### src/rtl/sgr_pkg.sv
// ----------------------------------------------------------------------------
// sgr_pkg
// types, codes and decode functions of the graphic-rendition decoder
// ----------------------------------------------------------------------------
package sgr_pkg;

    localparam int CODE_BITS  = 16;
    localparam int COLOR_BITS = 24;
    localparam int OUT_BITS   = 56;

    localparam logic [CODE_BITS-1:0] C_RESET     = 16'd0;
    localparam logic [CODE_BITS-1:0] C_BOLD      = 16'd1;
    localparam logic [CODE_BITS-1:0] C_UNDER     = 16'd4;
    localparam logic [CODE_BITS-1:0] C_INVERSE   = 16'd7;
    localparam logic [CODE_BITS-1:0] C_BOLD_OFF  = 16'd22;
    localparam logic [CODE_BITS-1:0] C_UNDER_OFF = 16'd24;
    localparam logic [CODE_BITS-1:0] C_INV_OFF   = 16'd27;
    localparam logic [CODE_BITS-1:0] C_FG_BASE   = 16'd30;
    localparam logic [CODE_BITS-1:0] C_FG_EXT    = 16'd38;
    localparam logic [CODE_BITS-1:0] C_FG_DEF    = 16'd39;
    localparam logic [CODE_BITS-1:0] C_BG_BASE   = 16'd40;
    localparam logic [CODE_BITS-1:0] C_BG_EXT    = 16'd48;
    localparam logic [CODE_BITS-1:0] C_BG_DEF    = 16'd49;
    localparam logic [CODE_BITS-1:0] C_FG_BRIGHT = 16'd90;
    localparam logic [CODE_BITS-1:0] C_BG_BRIGHT = 16'd100;
    localparam logic [CODE_BITS-1:0] C_SEL_IDX   = 16'd5;
    localparam logic [CODE_BITS-1:0] C_SEL_RGB   = 16'd2;
    localparam logic [CODE_BITS-1:0] C_MAX8      = 16'd255;
    localparam logic [CODE_BITS-1:0] C_SPAN      = 16'd7;

    typedef enum logic [1:0] {
        KIND_DEF = 2'd0,
        KIND_IDX = 2'd1,
        KIND_RGB = 2'd2
    } t_kind;

    typedef enum logic [2:0] {
        PH_IDLE = 3'd0,
        PH_SEL  = 3'd1,
        PH_IDX  = 3'd2,
        PH_R    = 3'd3,
        PH_G    = 3'd4,
        PH_B    = 3'd5
    } t_phase;

    typedef struct packed {
        logic                  bold;
        logic                  underline;
        logic                  inverse;
        t_kind                 fg_kind;
        logic [COLOR_BITS-1:0] fg_value;
        t_kind                 bg_kind;
        logic [COLOR_BITS-1:0] bg_value;
    } t_attr;

    function automatic logic [7:0] clamp8(input logic [CODE_BITS-1:0] v);
        logic [7:0] r;
        r = (v > C_MAX8) ? 8'hff : v[7:0];
        return r;
    endfunction

    function automatic logic in_span(input logic [CODE_BITS-1:0] v,
                                     input logic [CODE_BITS-1:0] base);
        logic r;
        r = (v >= base) && (v <= base + C_SPAN);
        return r;
    endfunction

    function automatic t_attr apply_plain(input t_attr a, input logic [CODE_BITS-1:0] v);
        t_attr r;
        logic [CODE_BITS-1:0] d;
        r = a;
        d = '0;
        if (v == C_RESET) begin
            r.bold      = 1'b0;
            r.underline = 1'b0;
            r.inverse   = 1'b0;
            r.fg_kind   = KIND_DEF;
            r.fg_value  = '0;
            r.bg_kind   = KIND_DEF;
            r.bg_value  = '0;
        end else if (v == C_BOLD) begin
            r.bold = 1'b1;
        end else if (v == C_UNDER) begin
            r.underline = 1'b1;
        end else if (v == C_INVERSE) begin
            r.inverse = 1'b1;
        end else if (v == C_BOLD_OFF) begin
            r.bold = 1'b0;
        end else if (v == C_UNDER_OFF) begin
            r.underline = 1'b0;
        end else if (v == C_INV_OFF) begin
            r.inverse = 1'b0;
        end else if (v == C_FG_DEF) begin
            r.fg_kind  = KIND_DEF;
            r.fg_value = '0;
        end else if (v == C_BG_DEF) begin
            r.bg_kind  = KIND_DEF;
            r.bg_value = '0;
        end else if (in_span(v, C_FG_BASE)) begin
            d          = v - C_FG_BASE;
            r.fg_kind  = KIND_IDX;
            r.fg_value = {21'd0, d[2:0]};
        end else if (in_span(v, C_BG_BASE)) begin
            d          = v - C_BG_BASE;
            r.bg_kind  = KIND_IDX;
            r.bg_value = {21'd0, d[2:0]};
        end else if (in_span(v, C_FG_BRIGHT)) begin
            d          = v - C_FG_BRIGHT;
            r.fg_kind  = KIND_IDX;
            r.fg_value = {20'd0, 1'b1, d[2:0]};
        end else if (in_span(v, C_BG_BRIGHT)) begin
            d          = v - C_BG_BRIGHT;
            r.bg_kind  = KIND_IDX;
            r.bg_value = {20'd0, 1'b1, d[2:0]};
        end
        return r;
    endfunction

endpackage

### src/rtl/sgr_attribute_decoder_top.sv
// ----------------------------------------------------------------------------
// sgr_attribute_decoder_top
// graphic-rendition parameter decoder keeping text attributes and colors
// ----------------------------------------------------------------------------
// Takes one parameter per item, the last parameter of a sequence marked by
// tlast, and gives the full attribute set once per sequence, loaded into the
// output register when the last item leaves the input register. One item is
// taken every cycle unless a last item meets a stalled output: each item
// passes an input register and one stage of compare logic that updates the
// attribute and pending-form registers. A finished attribute set waits in
// the output register while later items still pass through.
// ----------------------------------------------------------------------------
module sgr_attribute_decoder_top #(
    parameter int PARAM_BITS = 16
) (
    input  logic        i_clk,
    input  logic        i_rst_n,
    input  logic        i_s_axis_tvalid,
    output logic        o_s_axis_tready,
    input  logic [15:0] i_s_axis_tdata,  // param_value[15:0]
    input  logic        i_s_axis_tlast,  // param_last
    output logic        o_m_axis_tvalid,
    input  logic        i_m_axis_tready,
    // bold_on[0], underline_on[1], inverse_on[2], fg_kind[4:3], fg_value[28:5],
    // bg_kind[30:29], bg_value[54:31], zero[55]
    output logic [55:0] o_m_axis_tdata
);

    localparam int VAL_BITS = (PARAM_BITS < 16) ? PARAM_BITS : 16;
    localparam logic [15:0] VAL_MASK = 16'((17'd1 << VAL_BITS) - 17'd1);

    logic                r_in_valid;
    logic [15:0]         r_in_value;
    logic                r_in_last;
    sgr_pkg::t_phase     r_phase, n_phase;
    logic                r_is_fore, n_is_fore;
    logic [VAL_BITS-1:0] r_pend_r, n_pend_r;
    logic [VAL_BITS-1:0] r_pend_g, n_pend_g;
    sgr_pkg::t_attr      r_attr, n_attr;
    logic                r_out_valid;
    sgr_pkg::t_attr      r_out_attr;

    sgr_pkg::t_phase     w_feed_phase;
    logic                w_plain;
    logic                w_advance;
    logic                w_ext;

    assign w_advance = r_in_valid && !(r_in_last && r_out_valid && !i_m_axis_tready);
    assign w_ext     = (r_in_value == sgr_pkg::C_FG_EXT) || (r_in_value == sgr_pkg::C_BG_EXT);

    assign o_s_axis_tready = !r_in_valid || w_advance;
    assign o_m_axis_tvalid = r_out_valid;
    assign o_m_axis_tdata  = {1'b0, r_out_attr.bg_value, r_out_attr.bg_kind,
                              r_out_attr.fg_value, r_out_attr.fg_kind,
                              r_out_attr.inverse, r_out_attr.underline,
                              r_out_attr.bold};

    // phase and pending form
    always_comb begin
        w_feed_phase = r_phase;
        w_plain      = 1'b0;
        n_is_fore    = r_is_fore;
        n_pend_r     = r_pend_r;
        n_pend_g     = r_pend_g;
        unique case (r_phase)
            sgr_pkg::PH_SEL: begin
                if (r_in_value == sgr_pkg::C_SEL_IDX) begin
                    w_feed_phase = sgr_pkg::PH_IDX;
                end else if (r_in_value == sgr_pkg::C_SEL_RGB) begin
                    w_feed_phase = sgr_pkg::PH_R;
                end else if (w_ext) begin
                    w_feed_phase = sgr_pkg::PH_SEL;
                    n_is_fore    = (r_in_value == sgr_pkg::C_FG_EXT);
                end else begin
                    w_feed_phase = sgr_pkg::PH_IDLE;
                    w_plain      = 1'b1;
                end
            end
            sgr_pkg::PH_IDX: begin
                w_feed_phase = sgr_pkg::PH_IDLE;
            end
            sgr_pkg::PH_R: begin
                n_pend_r     = r_in_value[VAL_BITS-1:0];
                w_feed_phase = sgr_pkg::PH_G;
            end
            sgr_pkg::PH_G: begin
                n_pend_g     = r_in_value[VAL_BITS-1:0];
                w_feed_phase = sgr_pkg::PH_B;
            end
            sgr_pkg::PH_B: begin
                w_feed_phase = sgr_pkg::PH_IDLE;
            end
            default: begin
                if (w_ext) begin
                    w_feed_phase = sgr_pkg::PH_SEL;
                    n_is_fore    = (r_in_value == sgr_pkg::C_FG_EXT);
                end else begin
                    w_feed_phase = sgr_pkg::PH_IDLE;
                    w_plain      = 1'b1;
                end
            end
        endcase
        if (!w_advance) begin
            n_phase   = r_phase;
            n_is_fore = r_is_fore;
            n_pend_r  = r_pend_r;
            n_pend_g  = r_pend_g;
        end else if (r_in_last) begin
            n_phase = sgr_pkg::PH_IDLE;
        end else begin
            n_phase = w_feed_phase;
        end
    end

    // attribute update
    always_comb begin
        n_attr = r_attr;
        if (w_advance) begin
            if (w_plain) begin
                n_attr = sgr_pkg::apply_plain(n_attr, r_in_value);
            end else if (r_phase == sgr_pkg::PH_IDX) begin
                if (r_is_fore) begin
                    n_attr.fg_kind  = sgr_pkg::KIND_IDX;
                    n_attr.fg_value = {16'd0, sgr_pkg::clamp8(r_in_value)};
                end else begin
                    n_attr.bg_kind  = sgr_pkg::KIND_IDX;
                    n_attr.bg_value = {16'd0, sgr_pkg::clamp8(r_in_value)};
                end
            end else if (r_phase == sgr_pkg::PH_B) begin
                if (r_is_fore) begin
                    n_attr.fg_kind  = sgr_pkg::KIND_RGB;
                    n_attr.fg_value = {sgr_pkg::clamp8(16'(r_pend_r)),
                                       sgr_pkg::clamp8(16'(r_pend_g)),
                                       sgr_pkg::clamp8(r_in_value)};
                end else begin
                    n_attr.bg_kind  = sgr_pkg::KIND_RGB;
                    n_attr.bg_value = {sgr_pkg::clamp8(16'(r_pend_r)),
                                       sgr_pkg::clamp8(16'(r_pend_g)),
                                       sgr_pkg::clamp8(r_in_value)};
                end
            end
            if (r_in_last && (w_feed_phase == sgr_pkg::PH_G ||
                              w_feed_phase == sgr_pkg::PH_B)) begin
                n_attr = sgr_pkg::apply_plain(n_attr, 16'(n_pend_r));
            end
            if (r_in_last && (w_feed_phase == sgr_pkg::PH_B)) begin
                n_attr = sgr_pkg::apply_plain(n_attr, 16'(n_pend_g));
            end
        end
    end

    always_ff @(posedge i_clk) begin
        if (!i_rst_n) begin
            r_in_valid  <= 1'b0;
            r_phase     <= sgr_pkg::PH_IDLE;
            r_is_fore   <= 1'b0;
            r_attr      <= '0;
            r_out_valid <= 1'b0;
        end else begin
            if (o_s_axis_tready) begin
                r_in_valid <= i_s_axis_tvalid;
            end
            r_phase   <= n_phase;
            r_is_fore <= n_is_fore;
            r_attr    <= n_attr;
            if (w_advance && r_in_last) begin
                r_out_valid <= 1'b1;
            end else if (i_m_axis_tready) begin
                r_out_valid <= 1'b0;
            end
        end
    end

    always_ff @(posedge i_clk) begin
        if (o_s_axis_tready) begin
            r_in_value <= i_s_axis_tdata & VAL_MASK;
            r_in_last  <= i_s_axis_tlast;
        end
        r_pend_r <= n_pend_r;
        r_pend_g <= n_pend_g;
        if (w_advance && r_in_last) begin
            r_out_attr <= n_attr;
        end
    end

endmodule

### config.mk
export PLATFORM = sky130hd
export DESIGN_NAME = sgr_attribute_decoder_top
export DESIGN_NICKNAME = d
export VERILOG_FILES = /design/src/rtl/sgr_pkg.sv /design/src/rtl/sgr_attribute_decoder_top.sv
export SDC_FILE = /design/constraint.sdc
export NUM_CORES = 1
export LEC_CHECK = 0
export BUFFER_PORTS_ARGS = -buffer_cell sky130_fd_sc_hd__buf_4
export CAP_MARGIN = 10
export CORE_MARGIN = 2
export CORE_UTILIZATION = 60
export CTS_CLUSTER_SIZE = 12
export DETAILED_ROUTE_END_ITERATION = 8
export GPL_ROUTABILITY_DRIVEN = 0
export GPL_TIMING_DRIVEN = 0
export PLACE_DENSITY = 0.82
export SLEW_MARGIN = 10
export SYNTH_ARGS = -nofsm -noshare
export SYNTH_HDL_FRONTEND = slang
export SYNTH_SLANG_ARGS = --single-unit
### constraint.sdc
create_clock -name i_clk -period 9.1 [get_ports i_clk]
set_clock_uncertainty 0.1 [all_clocks]
set_input_delay 0.91 -clock i_clk [delete_from_list [all_inputs] [get_ports i_clk]]
set_output_delay 0.91 -clock i_clk [all_outputs]
set_load 0.1 [all_outputs]
==> results.toml <==
[timing]
finalSetupViolCount = 0
worst_pin_slew_ps = 1080
grt_setup_unrepaired = "no"
setup-tns-final_ps = 0
period_minus_slack_ps = 4920
maxSlewHeadroom = 0.269
fmax_mhz = 203
slew_viol_final = 0
period_share = 0.540
final_hold_viol_count = 0

[cts]
htree_num_levels = 4
cts_inserted_buffers = 17
clock-sinks = 165
cts_buffer_depth = 2
cts_resized = 0
cts_tree = "done"
postCtsSetupRepairBufs = 0
path_clk_slew_ps = 60
cts-root-buf = "clkbuf_16"
clk-insertion-delay-late_ps = 450
ctsHoldBuffers = 0

[pwr]
p_sw_uw = 479
p_per_area_mw_per_mm2 = 159
ir_drop_uv = 133
clkPwrFrac = 0.411
p_int_uw = 1210
p_total_uw = 1690
sw_frac_of_total = 0.283
p_comb_frac = 0.119
p_seq_frac = 0.470
p_leak_uw = 0.00409

[worst_setup_path]
start_kind = "primary input"
crit_type = "in2reg"
crit_slowest_cell = "o31ai_2"
r2r_start = "r_in_valid"
r2r_slack_ps = 4380
crit_buf_inv = 5
cp.required_ps = 9380
crit_arrival_ps = 5200
crit_path_max_incr_delay_ps = 470
cp_max_fo = 10
reg2reg_depth = 13
reg2reg_to = "o_m_axis_tdata[6]"
end_kind = "register"
cp_top_family = "compound AO/OA/AOI/OAI gates"
crit_chain = "buf_4 > nand3b_1 > nand3_2 > clkbuf_1 > clkbuf_1 > nor2_1 > a21oi_1 > inv_1 > ha_1 > nand2b_1 > a21oi_1 > o2111ai_1 > a221oi_2 > o31ai_2 > a31o_2 > buf_6 > o2bb2ai_2 > and2_1"

[synthesis]
synth-seq-cells = 165
synth-edff-count = 72
netlist.area_leader.share = 0.233
synth_top_flop_cell = "dfxtp_1"
synth_top_area_cell = "edfxtp_1"
synth_nets = 1068
syn_area_mm2 = 0.00928
synth-xor-area-share = 0.0104
synth_mux_area_frac = 0.0348
syn_area_per_cell_um2 = 8.90
synth_top_family_by_area = "simple AND/OR/NAND/NOR gates"
synth-simple-area-share = 0.261
seq_area_frac_synth = 0.433
synth-compound-area-share = 0.208
yosysWarningCount = 0
ys_top_cells_by_area = "edfxtp_1 (23%), dfxtp_1 (20%), nand2_1 (6.9%)"
async_flop_share = 0
synthCells = 1043
yosys-top-cells-count = "nand2_1 (170), dfxtp_1 (93), edfxtp_1 (72)"
synth-adder-area-share = 0.00539
ys_types = 89
synth.most_common_cell = "nand2_1"

[route]
ant_nets = 0
wire_per_inst_um = 21.2
first_pass_iters = 7
drcViolationCount = 0
viasPerCell = 6.75
via_count = 9048
drtIter0Drc = 1808
wirelength_um = 28400

[floorplanning]
die_w_um = 128
rows = 45
core_mm2 = 0.0151
ioPinCount = 79
fp.dieH_um = 128
initial_core_util = 0.613
dieArea_mm2 = 0.0165

[global_route]
grt_pass1_vias = 8368
antenna_found_initial = 0
track_usage = 0.352
grt_max_degree = 41
grt_pass1_wl_um = 44500
overflow = 0

[place]
portBuffers = 76
dp_hpwl_um = 20400

[status]
status = "complete, no violations"

[min_path]
hold_depth = 2
hold_path.class = "reg2reg"
holdPathEnd = "r_pend_g[9]"
min_from = "r_pend_g[9]"

[finish]
final_nets = 1164
drive_gt1_frac = 0.183
diodes = 0
area_growth_pct = 14.9

[flow_run]
drv_cap = 0
-- per-stage QoR --
stage	hold slack [ps]	utilization	setup WS, ps	cell area [um2]	std cells
finish	341	0.704	4180	10700	1340
global route	358	0.704	4050	10700	1340
CTS	344	0.704	4440	10700	1340
detailed placement	334	0.667	3980	10100	1308
global placement	331	0.666	4010	10100	1307
floorplan	322	-	5000	9280	1043
-- cell usage in the layout (no fill, tap or decap), drive strengths merged, types with 6 or more instances in the layout --
cell type,n
clkbuf,62
nor2,69
xor2,8
o211ai,15
mux2i,21
o2bb2ai,16
nand3b,9
nor3,29
nor2b,6
or3,6
nand2,170
a31oi,15
o21ai,47
a21oi,65
nor4,22
nand4,12
and2,28
mux2,10
inv,28
o21a,7
buf,109
o31ai,14
nand3,25
a22oi,6
edfxtp,72
nor4b,8
o31a,6
clkinv,6
dfxtp,93
or2,38
nand2b,13
-- power by group through the flow --
stage	logic, uW	clock network, uW	registers [uW]
after global placement	191	0	811
after CTS	194	698	795
after floorplan	89.3	0	856
final	202	695	795
after global routing	210	729	797
after detailed placement	193	0	811
-- cell families (layout without fill, tap and decap cells) --
group,count (synthesis),in the layout
compound gates,265,265
xor+xnor,11,11
fa+ha+maj,4,4
buf+inv,100,209
flops,165,165
mux,31,31
other cells,1,1
simple gates,466,466
-- how the worst max path moves through the flow --
stage / from / end / cells past startpoint
floorplan: o_m_axis_tvalid / o_m_axis_tdata[3] / 16
global placement: i_m_axis_tready / r_attr[42] / 18
detailed placement: i_m_axis_tready / r_attr[33] / 18
CTS: i_m_axis_tready / r_attr[33] / 18
global route: i_m_axis_tready / r_attr[33] / 18
finish: i_m_axis_tready / r_attr[37] / 18
-- per-layer routing --
| metal | vias to the layer above | share of wire | global-route usage |
|---|---|---|---|
| li1 | 4035 | - | - |
| met1 | 4137 | 0.39 | 0.469 |
| met2 | 675 | 0.42 | 0.520 |
| met3 | 201 | 0.13 | 0.104 |
| met4 | 0 | 0.066 | 0.190 |
| met5 | - | 0 | 0 |
-- tightest hold or removal path, stage by stage (launching register included) --
cell,delay (ps)
dfxtp_1,310
nand2_1,50
nand2_1,40
-- state kept, by name, summed over array words and instances (netlist names) --
register         count
r_pend_g            16
r_in_last            1
r_pend_r            16
o_m_axis_tdata      55
o_m_axis_tvalid      1
r_is_fore            1
r_attr              55
r_in_value          16
r_in_valid           1
r_phase              3
-- cell type report --
cell class                 count  area (um2)
fill                        1157        4480
multi-input combinational    778        4830
clock buffer                  19         433
inverter                      25        93.8
sequential                   165        4020
buffer                        75         338
clock inverter                13         125
timing repair buffer          77         591
tap                          188         235
No activity file was read; power rests on OpenSTA's default activity.
